<file path="src/hdl/mov_enc_pkg.sv">
// shared types and constants for the mov encoder
package mov_enc_pkg;

  localparam int MAX_WORDS = 10;

  typedef enum logic [2:0] {
    ERR_NONE     = 3'd0,
    ERR_COUNT    = 3'd1,
    ERR_REG      = 3'd2,
    ERR_SIZE     = 3'd3,
    ERR_IMM      = 3'd4,
    ERR_ADDR     = 3'd5,
    ERR_OPERANDS = 3'd6
  } err_t;

  typedef enum logic [1:0] {
    KIND_REG   = 2'd0,
    KIND_IMM   = 2'd1,
    KIND_LABEL = 2'd2
  } kind_t;

  typedef enum logic [1:0] {
    SIZE_B = 2'd0,
    SIZE_W = 2'd1,
    SIZE_D = 2'd2,
    SIZE_Q = 2'd3
  } size_t;

  localparam logic [7:0] OP_MOV_RM8   = 8'h88;
  localparam logic [7:0] OP_MOV_RM    = 8'h89;
  localparam logic [7:0] OP_MOV_R8    = 8'h8A;
  localparam logic [7:0] OP_MOV_R     = 8'h8B;
  localparam logic [7:0] OP_MOV_IMM8  = 8'hB0;
  localparam logic [7:0] OP_MOV_IMM   = 8'hB8;
  localparam logic [7:0] OP_MOV_MI8   = 8'hC6;
  localparam logic [7:0] OP_MOV_MI    = 8'hC7;
  localparam logic [7:0] PFX_OPSIZE   = 8'h66;
  localparam logic [7:0] PFX_ADDRSIZE = 8'h67;
  localparam logic [7:0] PFX_REX_W    = 8'h48;
  localparam logic [7:0] MODRM_REG    = 8'hC0;
  localparam logic [2:0] RM_RIP       = 3'd5;

  typedef struct packed {
    logic [MAX_WORDS-1:0][7:0] bytes;
    logic [3:0]                count;
    logic                      mark;
    logic [11:0]               label;
    err_t                      err;
  } desc_t;

endpackage

</file>
<file path="src/hdl/x86_mov_instruction_encoder.sv">
// top level of the mov instruction encoder
// a taken request is written into the queue, then loaded into the back end's word register once that is free
// throughput: one word per cycle while requests are pending; a request gives 1 to 10 words
// (its word count), so the back end's single output word per cycle sets the rate
// a queue of QUEUE_DEPTH requests lets the front keep accepting while words go out
// reset clears the queue and the emitter; no words are pending after reset
module x86_mov_instruction_encoder #(
  parameter int QUEUE_DEPTH = 2
) (
  input  logic        clk,
  input  logic        rst,
  input  logic        start,
  output logic        busy,
  input  logic [1:0]  operand_count,
  input  logic [1:0]  dest_kind,
  input  logic        dest_indirect,
  input  logic [3:0]  dest_code,
  input  logic [1:0]  dest_size_log2,
  input  logic [1:0]  src_kind,
  input  logic        src_indirect,
  input  logic [3:0]  src_code,
  input  logic [1:0]  src_size_log2,
  input  logic [63:0] immediate,
  input  logic [11:0] label_id,
  output logic        valid,
  output logic [7:0]  out_byte,
  output logic        is_label_ref,
  output logic [11:0] ref_label,
  output logic [2:0]  error_code,
  output logic        last
);

  mov_enc_pkg::desc_t wdesc, head;
  logic push, pop, empty, full;

  assign busy = full;

  mov_enc_front u_front (
    .start          (start),
    .full           (full),
    .operand_count  (operand_count),
    .dest_kind      (dest_kind),
    .dest_indirect  (dest_indirect),
    .dest_code      (dest_code),
    .dest_size_log2 (dest_size_log2),
    .src_kind       (src_kind),
    .src_indirect   (src_indirect),
    .src_code       (src_code),
    .src_size_log2  (src_size_log2),
    .immediate      (immediate),
    .label_id       (label_id),
    .push           (push),
    .desc           (wdesc)
  );

  mov_enc_queue #(
    .DEPTH (QUEUE_DEPTH)
  ) u_queue (
    .clk   (clk),
    .rst   (rst),
    .push  (push),
    .wdata (wdesc),
    .pop   (pop),
    .rdata (head),
    .empty (empty),
    .full  (full)
  );

  mov_enc_back u_back (
    .clk          (clk),
    .rst          (rst),
    .head         (head),
    .empty        (empty),
    .pop          (pop),
    .valid        (valid),
    .out_byte     (out_byte),
    .is_label_ref (is_label_ref),
    .ref_label    (ref_label),
    .error_code   (error_code),
    .last         (last)
  );

endmodule

</file>
<file path="src/hdl/mov_enc_front.sv">
// front end: accepts a request and classifies it into a word list
module mov_enc_front (
  input  logic                 start,
  input  logic                 full,
  input  logic [1:0]           operand_count,
  input  logic [1:0]           dest_kind,
  input  logic                 dest_indirect,
  input  logic [3:0]           dest_code,
  input  logic [1:0]           dest_size_log2,
  input  logic [1:0]           src_kind,
  input  logic                 src_indirect,
  input  logic [3:0]           src_code,
  input  logic [1:0]           src_size_log2,
  input  logic [63:0]          immediate,
  input  logic [11:0]          label_id,
  output logic                 push,
  output mov_enc_pkg::desc_t   desc
);

  logic fits8, fits16, fits32;
  logic dreg, sreg, simm, slbl;

  assign push   = start && !full;
  assign fits8  = (immediate[63:8] == '0);
  assign fits16 = (immediate[63:16] == '0);
  assign fits32 = (immediate[63:32] == '0);
  assign dreg   = (dest_kind == mov_enc_pkg::KIND_REG);
  assign sreg   = (src_kind == mov_enc_pkg::KIND_REG);
  assign simm   = (src_kind == mov_enc_pkg::KIND_IMM);
  assign slbl   = (src_kind == mov_enc_pkg::KIND_LABEL);

  always_comb begin
    mov_enc_pkg::desc_t d;
    mov_enc_pkg::err_t  e;
    logic [3:0]         n;
    logic [2:0]         dc, sc;
    d  = '0;
    e  = mov_enc_pkg::ERR_NONE;
    n  = '0;
    dc = dest_code[2:0];
    sc = src_code[2:0];
    if (operand_count != 2'd2) begin
      e = mov_enc_pkg::ERR_COUNT;
    end else if ((dreg && dest_code[3]) || (sreg && src_code[3])) begin
      e = mov_enc_pkg::ERR_REG;
    end else if (!dreg) begin
      e = mov_enc_pkg::ERR_OPERANDS;
    end else if (!dest_indirect && sreg && !src_indirect) begin
      // reg to reg
      if (dest_size_log2 != src_size_log2) begin
        e = mov_enc_pkg::ERR_SIZE;
      end else begin
        unique case (mov_enc_pkg::size_t'(dest_size_log2))
          mov_enc_pkg::SIZE_B: begin
            d.bytes[n] = mov_enc_pkg::OP_MOV_RM8; n = n + 4'd1;
          end
          mov_enc_pkg::SIZE_W: begin
            d.bytes[n] = mov_enc_pkg::PFX_OPSIZE; n = n + 4'd1;
            d.bytes[n] = mov_enc_pkg::OP_MOV_RM;  n = n + 4'd1;
          end
          mov_enc_pkg::SIZE_D: begin
            d.bytes[n] = mov_enc_pkg::OP_MOV_RM;  n = n + 4'd1;
          end
          mov_enc_pkg::SIZE_Q: begin
            d.bytes[n] = mov_enc_pkg::PFX_REX_W;  n = n + 4'd1;
            d.bytes[n] = mov_enc_pkg::OP_MOV_RM;  n = n + 4'd1;
          end
        endcase
        d.bytes[n] = mov_enc_pkg::MODRM_REG | {2'b00, sc, dc}; n = n + 4'd1;
      end
    end else if (!dest_indirect && simm) begin
      // immediate to reg
      if (dest_size_log2 == mov_enc_pkg::SIZE_B) begin
        if (!fits8) begin
          e = mov_enc_pkg::ERR_IMM;
        end else begin
          d.bytes[n] = mov_enc_pkg::OP_MOV_IMM8 | {5'b0, dc}; n = n + 4'd1;
          d.bytes[n] = immediate[7:0]; n = n + 4'd1;
        end
      end else if (dest_size_log2 == mov_enc_pkg::SIZE_W) begin
        if (!fits16) begin
          e = mov_enc_pkg::ERR_IMM;
        end else begin
          d.bytes[n] = mov_enc_pkg::PFX_OPSIZE; n = n + 4'd1;
          d.bytes[n] = mov_enc_pkg::OP_MOV_IMM | {5'b0, dc}; n = n + 4'd1;
          d.bytes[n] = immediate[7:0];  n = n + 4'd1;
          d.bytes[n] = immediate[15:8]; n = n + 4'd1;
        end
      end else if (!fits32) begin
        if (dest_size_log2 != mov_enc_pkg::SIZE_Q) begin
          e = mov_enc_pkg::ERR_IMM;
        end else begin
          d.bytes[n] = mov_enc_pkg::PFX_REX_W; n = n + 4'd1;
          d.bytes[n] = mov_enc_pkg::OP_MOV_IMM | {5'b0, dc}; n = n + 4'd1;
          for (int i = 0; i < 8; i++) begin
            d.bytes[n] = immediate[8*i +: 8]; n = n + 4'd1;
          end
        end
      end else begin
        d.bytes[n] = mov_enc_pkg::OP_MOV_IMM | {5'b0, dc}; n = n + 4'd1;
        for (int i = 0; i < 4; i++) begin
          d.bytes[n] = immediate[8*i +: 8]; n = n + 4'd1;
        end
      end
    end else if (dest_indirect && simm) begin
      // immediate to [reg]
      if (!fits32) begin
        e = mov_enc_pkg::ERR_IMM;
      end else if (dest_size_log2 == mov_enc_pkg::SIZE_B ||
                   dest_size_log2 == mov_enc_pkg::SIZE_W) begin
        e = mov_enc_pkg::ERR_ADDR;
      end else if (fits8) begin
        if (dest_size_log2 == mov_enc_pkg::SIZE_D) begin
          d.bytes[n] = mov_enc_pkg::PFX_ADDRSIZE; n = n + 4'd1;
        end
        d.bytes[n] = mov_enc_pkg::OP_MOV_MI8; n = n + 4'd1;
        d.bytes[n] = {5'b0, dc};              n = n + 4'd1;
        d.bytes[n] = immediate[7:0];          n = n + 4'd1;
      end else if (fits16) begin
        d.bytes[n] = mov_enc_pkg::PFX_OPSIZE; n = n + 4'd1;
        if (dest_size_log2 == mov_enc_pkg::SIZE_D) begin
          d.bytes[n] = mov_enc_pkg::PFX_ADDRSIZE; n = n + 4'd1;
        end
        d.bytes[n] = mov_enc_pkg::OP_MOV_MI; n = n + 4'd1;
        d.bytes[n] = {5'b0, dc};             n = n + 4'd1;
        d.bytes[n] = immediate[7:0];         n = n + 4'd1;
        d.bytes[n] = immediate[15:8];        n = n + 4'd1;
      end else begin
        if (dest_size_log2 == mov_enc_pkg::SIZE_D) begin
          d.bytes[n] = mov_enc_pkg::PFX_ADDRSIZE; n = n + 4'd1;
        end
        d.bytes[n] = mov_enc_pkg::OP_MOV_MI; n = n + 4'd1;
        d.bytes[n] = {5'b0, dc};             n = n + 4'd1;
        for (int i = 0; i < 4; i++) begin
          d.bytes[n] = immediate[8*i +: 8]; n = n + 4'd1;
        end
      end
    end else if (dest_indirect && sreg && !src_indirect) begin
      // reg to [reg]
      if (dest_size_log2 == mov_enc_pkg::SIZE_B ||
          dest_size_log2 == mov_enc_pkg::SIZE_W) begin
        e = mov_enc_pkg::ERR_ADDR;
      end else begin
        if (src_size_log2 == mov_enc_pkg::SIZE_W) begin
          d.bytes[n] = mov_enc_pkg::PFX_OPSIZE; n = n + 4'd1;
        end
        if (dest_size_log2 == mov_enc_pkg::SIZE_D) begin
          d.bytes[n] = mov_enc_pkg::PFX_ADDRSIZE; n = n + 4'd1;
        end
        if (src_size_log2 == mov_enc_pkg::SIZE_Q) begin
          d.bytes[n] = mov_enc_pkg::PFX_REX_W; n = n + 4'd1;
        end
        d.bytes[n] = (src_size_log2 == mov_enc_pkg::SIZE_B) ?
                     mov_enc_pkg::OP_MOV_RM8 : mov_enc_pkg::OP_MOV_RM;
        n = n + 4'd1;
        d.bytes[n] = {2'b00, sc, dc}; n = n + 4'd1;
      end
    end else if (!dest_indirect && sreg && src_indirect) begin
      // [reg] to reg
      if (src_size_log2 == mov_enc_pkg::SIZE_B ||
          src_size_log2 == mov_enc_pkg::SIZE_W) begin
        e = mov_enc_pkg::ERR_ADDR;
      end else begin
        if (dest_size_log2 == mov_enc_pkg::SIZE_W) begin
          d.bytes[n] = mov_enc_pkg::PFX_OPSIZE; n = n + 4'd1;
        end
        if (src_size_log2 == mov_enc_pkg::SIZE_D) begin
          d.bytes[n] = mov_enc_pkg::PFX_ADDRSIZE; n = n + 4'd1;
        end
        if (dest_size_log2 == mov_enc_pkg::SIZE_Q) begin
          d.bytes[n] = mov_enc_pkg::PFX_REX_W; n = n + 4'd1;
        end
        d.bytes[n] = (dest_size_log2 == mov_enc_pkg::SIZE_B) ?
                     mov_enc_pkg::OP_MOV_R8 : mov_enc_pkg::OP_MOV_R;
        n = n + 4'd1;
        d.bytes[n] = {2'b00, dc, sc}; n = n + 4'd1;
      end
    end else if (!dest_indirect && slbl) begin
      // rip-relative label load, closed by a marker word
      if (dest_size_log2 == mov_enc_pkg::SIZE_Q) begin
        d.bytes[n] = mov_enc_pkg::PFX_REX_W; n = n + 4'd1;
      end else if (dest_size_log2 == mov_enc_pkg::SIZE_W) begin
        d.bytes[n] = mov_enc_pkg::PFX_OPSIZE; n = n + 4'd1;
      end
      d.bytes[n] = (dest_size_log2 == mov_enc_pkg::SIZE_B) ?
                   mov_enc_pkg::OP_MOV_R8 : mov_enc_pkg::OP_MOV_R;
      n = n + 4'd1;
      d.bytes[n] = {2'b00, dc, mov_enc_pkg::RM_RIP}; n = n + 4'd1;
      n       = n + 4'd1;
      d.mark  = 1'b1;
      d.label = label_id;
    end else begin
      e = mov_enc_pkg::ERR_OPERANDS;
    end
    if (e != mov_enc_pkg::ERR_NONE) begin
      d       = '0;
      d.err   = e;
      d.count = 4'd1;
    end else begin
      d.count = n;
    end
    desc = d;
  end

endmodule

</file>
<file path="src/hdl/mov_enc_queue.sv">
// short queue of classified requests between front and back
module mov_enc_queue #(
  parameter int DEPTH = 2
) (
  input  logic               clk,
  input  logic               rst,
  input  logic               push,
  input  mov_enc_pkg::desc_t wdata,
  input  logic               pop,
  output mov_enc_pkg::desc_t rdata,
  output logic               empty,
  output logic               full
);

  localparam int PW = (DEPTH > 1) ? $clog2(DEPTH) : 1;
  localparam int CW = $clog2(DEPTH + 1);

  mov_enc_pkg::desc_t entries [DEPTH];
  logic [PW-1:0] wr_ptr, rd_ptr;
  logic [CW-1:0] count;

  assign empty = (count == '0);
  assign full  = (count == CW'(DEPTH));
  assign rdata = entries[rd_ptr];

  always_ff @(posedge clk) begin
    if (push) begin
      entries[wr_ptr] <= wdata;
    end
  end

  always_ff @(posedge clk) begin
    if (rst) begin
      wr_ptr <= '0;
      rd_ptr <= '0;
      count  <= '0;
    end else begin
      if (push) begin
        wr_ptr <= (wr_ptr == PW'(DEPTH - 1)) ? '0 : wr_ptr + PW'(1);
      end
      if (pop) begin
        rd_ptr <= (rd_ptr == PW'(DEPTH - 1)) ? '0 : rd_ptr + PW'(1);
      end
      if (push && !pop) begin
        count <= count + CW'(1);
      end else if (pop && !push) begin
        count <= count - CW'(1);
      end
    end
  end

  a_no_overflow: assert property (@(posedge clk) disable iff (rst)
    full && !pop |=> count == CW'(DEPTH) && $stable(wr_ptr))
    else $error("queue pointer moved while full");

endmodule

</file>
<file path="src/hdl/mov_enc_back.sv">
// back end: emits one word per cycle from the head request
module mov_enc_back (
  input  logic               clk,
  input  logic               rst,
  input  mov_enc_pkg::desc_t head,
  input  logic               empty,
  output logic               pop,
  output logic               valid,
  output logic [7:0]         out_byte,
  output logic               is_label_ref,
  output logic [11:0]        ref_label,
  output logic [2:0]         error_code,
  output logic               last
);

  mov_enc_pkg::desc_t cur;
  logic [3:0]         rem;

  assign valid        = (rem != '0);
  assign last         = (rem == 4'd1);
  assign pop          = (rem <= 4'd1) && !empty;
  assign out_byte     = cur.bytes[0];
  assign is_label_ref = valid && last && cur.mark;
  assign ref_label    = is_label_ref ? cur.label : '0;
  assign error_code   = cur.err;

  always_ff @(posedge clk) begin
    if (pop) begin
      cur <= head;
    end else if (valid) begin
      cur.bytes <= cur.bytes >> 8;
    end
  end

  always_ff @(posedge clk) begin
    if (rst) begin
      rem <= '0;
    end else if (pop) begin
      rem <= head.count;
    end else if (valid) begin
      rem <= rem - 4'd1;
    end
  end

  a_marker_last: assert property (@(posedge clk) disable iff (rst)
    is_label_ref |-> last && out_byte == 8'h00)
    else $error("label marker not on final word");

  a_error_single: assert property (@(posedge clk) disable iff (rst)
    valid && error_code != mov_enc_pkg::ERR_NONE |-> last && out_byte == 8'h00)
    else $error("error word not alone");

  a_words_contiguous: assert property (@(posedge clk) disable iff (rst)
    valid && !last |=> valid)
    else $error("gap inside an instruction");

endmodule

</file>
<file path="config.mk">
export PLATFORM = sky130hd
export DESIGN_NAME = x86_mov_instruction_encoder
export DESIGN_NICKNAME = d
export VERILOG_FILES = /design/src/hdl/mov_enc_pkg.sv /design/src/hdl/x86_mov_instruction_encoder.sv /design/src/hdl/mov_enc_front.sv /design/src/hdl/mov_enc_queue.sv /design/src/hdl/mov_enc_back.sv
export SDC_FILE = /design/constraint.sdc
export NUM_CORES = 1
export LEC_CHECK = 0
export ABC_AREA = 1
export BUFFER_PORTS_ARGS = -buffer_cell sky130_fd_sc_hd__buf_4
export CAP_MARGIN = 20
export CORE_MARGIN = 5
export CORE_UTILIZATION = 40
export DETAILED_ROUTE_END_ITERATION = 6
export HOLD_SLACK_MARGIN = 0.1
export PLACE_DENSITY_LB_ADDON = 0.2
export SYNTH_ARGS = -nofsm -noshare
export SYNTH_HDL_FRONTEND = slang
export SYNTH_SLANG_ARGS = --single-unit
export TNS_END_PERCENT = 10
</file>
<file path="constraint.sdc">
create_clock -name clk -period 9 [get_ports clk]
set_input_delay 2.7 -clock clk [delete_from_list [all_inputs] [get_ports clk]]
set_output_delay 2.7 -clock clk [all_outputs]
set_load 0.1 [all_outputs]
</file>
==> run summary <==
- **crit path time final** 6.77 ns
- **post-layout worst setup margin** 2.23 ns
- **post-synthesis async set-or-reset flop share** 0%
- **final number of hold-violating endpoints** 0
- **Post-layout nets** 2244
- **number of DRC markers in iteration 0** 2093
- **Routed Wire Length** 71500 um
- **flop2flop setup slack** 5.35 ns
- **routability cong.** 1.01
- **final setup TNS** 0 ns
- **number of top-level pins** 126
- **Worst Reg-to-Reg Cells** 13
- **cell area after synthesis** 17300 sq um
- **P_int** 3.23 mW
- **number of H-tree branching levels** 1
- **series of cell instances along the critical path** buf_4, inv_2, nor2_1, inv_2, ha_1, o21ai_0, ha_1, inv_1, xor2_4, nand2_1, nor2_2, inv_2, nand2_1, o21ai_0, nor3b_1, nor3_1
- **core footprint** 42900 sq um
- **synthesized flop and latch total** 305
- **Met2 Routed Length** 32300 um
- **total power of the final layout** 5.24 mW
- **part of the power in registers** 43.2%
- **run status** completed
- **maximum ir drop on the vdd rail** 0.000248 V
- **CP endpoint kind** register
- **Worst Max-Slew Pin Slew** 1.17 ns
- **clock tree root buffer cell** clkbuf_16
- **starting density of the core** 40.3%
- **GRT overflow** 0
- **class of the most critical hold timing path** reg2reg
- **met3 routed WL** 5330 um
- **startpoint types** input port
- **r2r startpoint** u_back.rem[0]$_SDFFE_PP0P_
- **Setup Buffers After CTS** 0
- **Worst Path Buf+Inv** 5
- **Min Hold Slack** 0.447 ns
- **post-route DRC violation count** 0
- **number of max-cap violations** 0
- **dominant cell type by area after synthesis** edfxtp_1
- **Relative slew margins** 21.4%
- **count of instances resized after the clock tree is built** 0
- **antenna violations before repair** 1
- **register area share after synthesis** 52.5%
- **post-detail-place hpwl** 52700 um
- **number of flops mapped to enable cells by yosys** 296
- **Logic pwr share** 33.9%
- **synthesized area per cell** 8.45 sq um
- **critical path's largest stage delay** 0.90 ns
- **setup clock skew after layout** 0.0230 ns
- **maximum count of clock buffers along a single path** 3
- **data required time of the worst path** 9.27 ns
- **cell with the largest stage delay on the worst path** nor2_1
- **Highest Clock Rate** 0.148 GHz
- **Min-Delay Path Depth** 1
- **count of endpoints failing setup in the final report** 0
- **Worst Setup Path Type** in2reg
- **end of the worst register-to-register path** u_back.cur[38]$_DFFE_PP_
- **leakage power figure** 7.77 nW
- **number of sinks on the clock net** 305
- **Via Count** 15800
- **DRT Pass-1 Iters** 5
- **IO buf count** 125
- **count of synthesis-stage warnings from yosys** 0
- **share of final-layout standard cells stronger than drive strength 1** 11.9%
- **maximum fanout along the worst path** 16
- **clock power share** 22.9%
- **uppermost routed layer** met4
- **most common flop cell mapped by yosys** edfxtp_1
- **data arrival time of the critical path** 7.05 ns
- **number of instances in the synthesized netlist** 2045
- **clock tree from TritonCTS** built
- **pre-CTS setup slack** 1.89 ns
- **Cell Rows** 76
- **net load switching power** 2.01 mW
- **detailed-routing wirelength on met1** 30600 um
- **number of slew-limit violations in the final report** 0
- **Hold Path Origin** u_queue.rd_ptr$_SDFFE_PP0P_
- **vias in the first global route** 14900
- **wire length of the first global-routing pass** 103000 um
- **setup repair after global routing missed its margin** no
- **global-route usage over all layers** 29.2%
- **maximum number of pins on one net before global-route repair** 71
- **Top Family by Delay on Critical Path** simple AND/OR/NAND/NOR gates
- **later-pin clock latency in the skew report** 0.56 ns
- **top area cells in the synthesized netlist** edfxtp_1 (51%), nand2_1 (12%), nor2_1 (6.1%)
- **clock transition at the registers of the reported paths** 0.06 ns
- **chip width** 218 um
- **total power per unit cell area** 267 nW/um^2
- **number of vias per cell after detailed routing** 5.79
- **area added between synthesis and finish** 13.5%
- **chip height** 218 um
- **Synth cell types** 52
- **number of CTS-inserted buffers** 31
- **Die Footprint** 47400 sq um
- **switching part of the total** 38.3%
- **hold-fix buffer count after cts** 0
- **share of the core filled with cells in the final layout** 45.7%
- **Routed wire per std cell** 26.2 um
- **antenna-violating nets left** 0
- **post-synth top area share** 51.4%
- **Final Cycle Share** 75.2%
- **most common cell type on the critical path** inv_2
- **Post-Syn Nets** 2169
==> cells in the mapped netlist (all sizes together) (6+ instances only) <==
cell type,instances
inv,177
nand4,13
edfxtp,296
nand3,90
o2111ai,6
nor3,21
a21oi,99
o221ai,11
ha,24
dfxtp,9
a22oi,6
nand2,574
clkbuf,65
nor2,297
o22ai,11
o21ai,137
buf,47
o211ai,25
o31ai,6
a31oi,84
a32o,6
==> routing by layer <==
layer  vias to the layer above  global-route usage (%)
li1                       7135                       -
met1                      7688                    41.6
met2                       825                    46.2
met3                       165                    3.43
met4                         0                    11.1
met5                         -                       0
==> cells by family (layout without fill, tap and decap cells) <==
kind of cell               after synthesis  in the layout  synth area share (%)
and+or+nand+nor                       1009           1009                  24.3
AOI/OAI and AO/OA                      407            407                  13.9
DFF                                    305            305                  52.5
buffers and inverters                  294            394                  7.04
adders and majority gates               25             25                  1.85
xor gates and xnor gates                 5              5                 0.362
other                                    0              1                     0
==> through the flow <==
stage	instance area (sq um)	cells
after floorplan	17300	2045
after global placement	18700	2672
after detailed placement	18700	2672
after CTS	19600	2730
after global routing	19600	2730
final	19600	2731
==> power groups by stage <==
stage,clock network [mW],logic [mW],registers (mW)
floorplan,0,1.26,2.25
global placement,0,1.80,2.29
detailed placement,0,1.80,2.29
CTS,1.22,1.80,2.27
global route,1.29,1.94,2.30
finish,1.20,1.78,2.26
==> worst max-delay path by stage <==
stage	slack, ns	cells after the start	to	from
2_1_floorplan	1.41	2	u_queue.entries[1][0]$_DFFE_PP_	start
3_3_place_gp	2.12	16	u_queue.entries[0][47]$_DFFE_PP_	dest_size_log2[0]
3_5_place_dp	1.89	16	u_queue.entries[1][47]$_DFFE_PP_	dest_size_log2[0]
4_1_cts	2.46	16	u_queue.entries[0][47]$_DFFE_PP_	dest_size_log2[0]
5_1_grt	2.15	16	u_queue.entries[0][47]$_DFFE_PP_	dest_size_log2[0]
6_report	2.23	16	u_queue.entries[0][47]$_DFFE_PP_	dest_size_log2[0]
==> final cells by class <==
cell class,instances,area [sq um]
Tap cell,585,732
Timing Repair Buffer,154,1160
Multi-Input combinational cell,1446,7010
Clock inverter,17,138
Clock buffer,41,813
Sequential cell,305,9070
Antenna cell,1,2.50
Inverter,182,689
Fill cell,4329,23300
==> cells in the final DEF, fill, tap and decap left out, drive strengths merged, types with 3 or more instances in the layout <==
cell type  netlist  final
inv            177    176
clkbuf          65     41
a311oi           3      3
xor2             5      5
clkinv           5     18
o31ai            6      6
a22oi            6      6
nand3           90     90
buf             47    154
a32o             6      6
nor4             4      4
a32oi            3      3
o2111ai          6      6
nor2           297    297
o211ai          25     25
a221oi           4      4
nor3            21     21
nand4           13     13
ha              24     24
a21oi           99     99
nand3b           5      5
o21ai          137    137
o22ai           11     11
o221ai          11     11
a31oi           84     84
nand2          574    574
edfxtp         296    296
clkinvlp         0      3
dfxtp            9      9
==> flip-flops by register name (all words and copies together) (netlist names), named ones only <==
| name | cells |
|---|---|
| u_back.cur | 85 |
| u_back.error_code | 3 |
| u_back.out_byte | 8 |
| u_back.rem | 4 |
| u_queue.count | 2 |
| u_queue.entries | 200 |
| u_queue.rd_ptr | 1 |
| u_queue.wr_ptr | 1 |
==> worst reg2reg max path, stage by stage (launching register included) <==
cell	delay, ns
dfxtp_1	0.33
inv_1	0.09
ha_1	0.19
inv_1	0.08
nor3_1	0.13
inv_1	0.10
nand2_1	0.06
o21ai_1	0.06
buf_4	0.19
inv_4	0.38
buf_4	0.66
buf_4	0.71
nor2_1	0.23
a31oi_1	0.26
No activity file was read; power rests on OpenSTA's default activity.
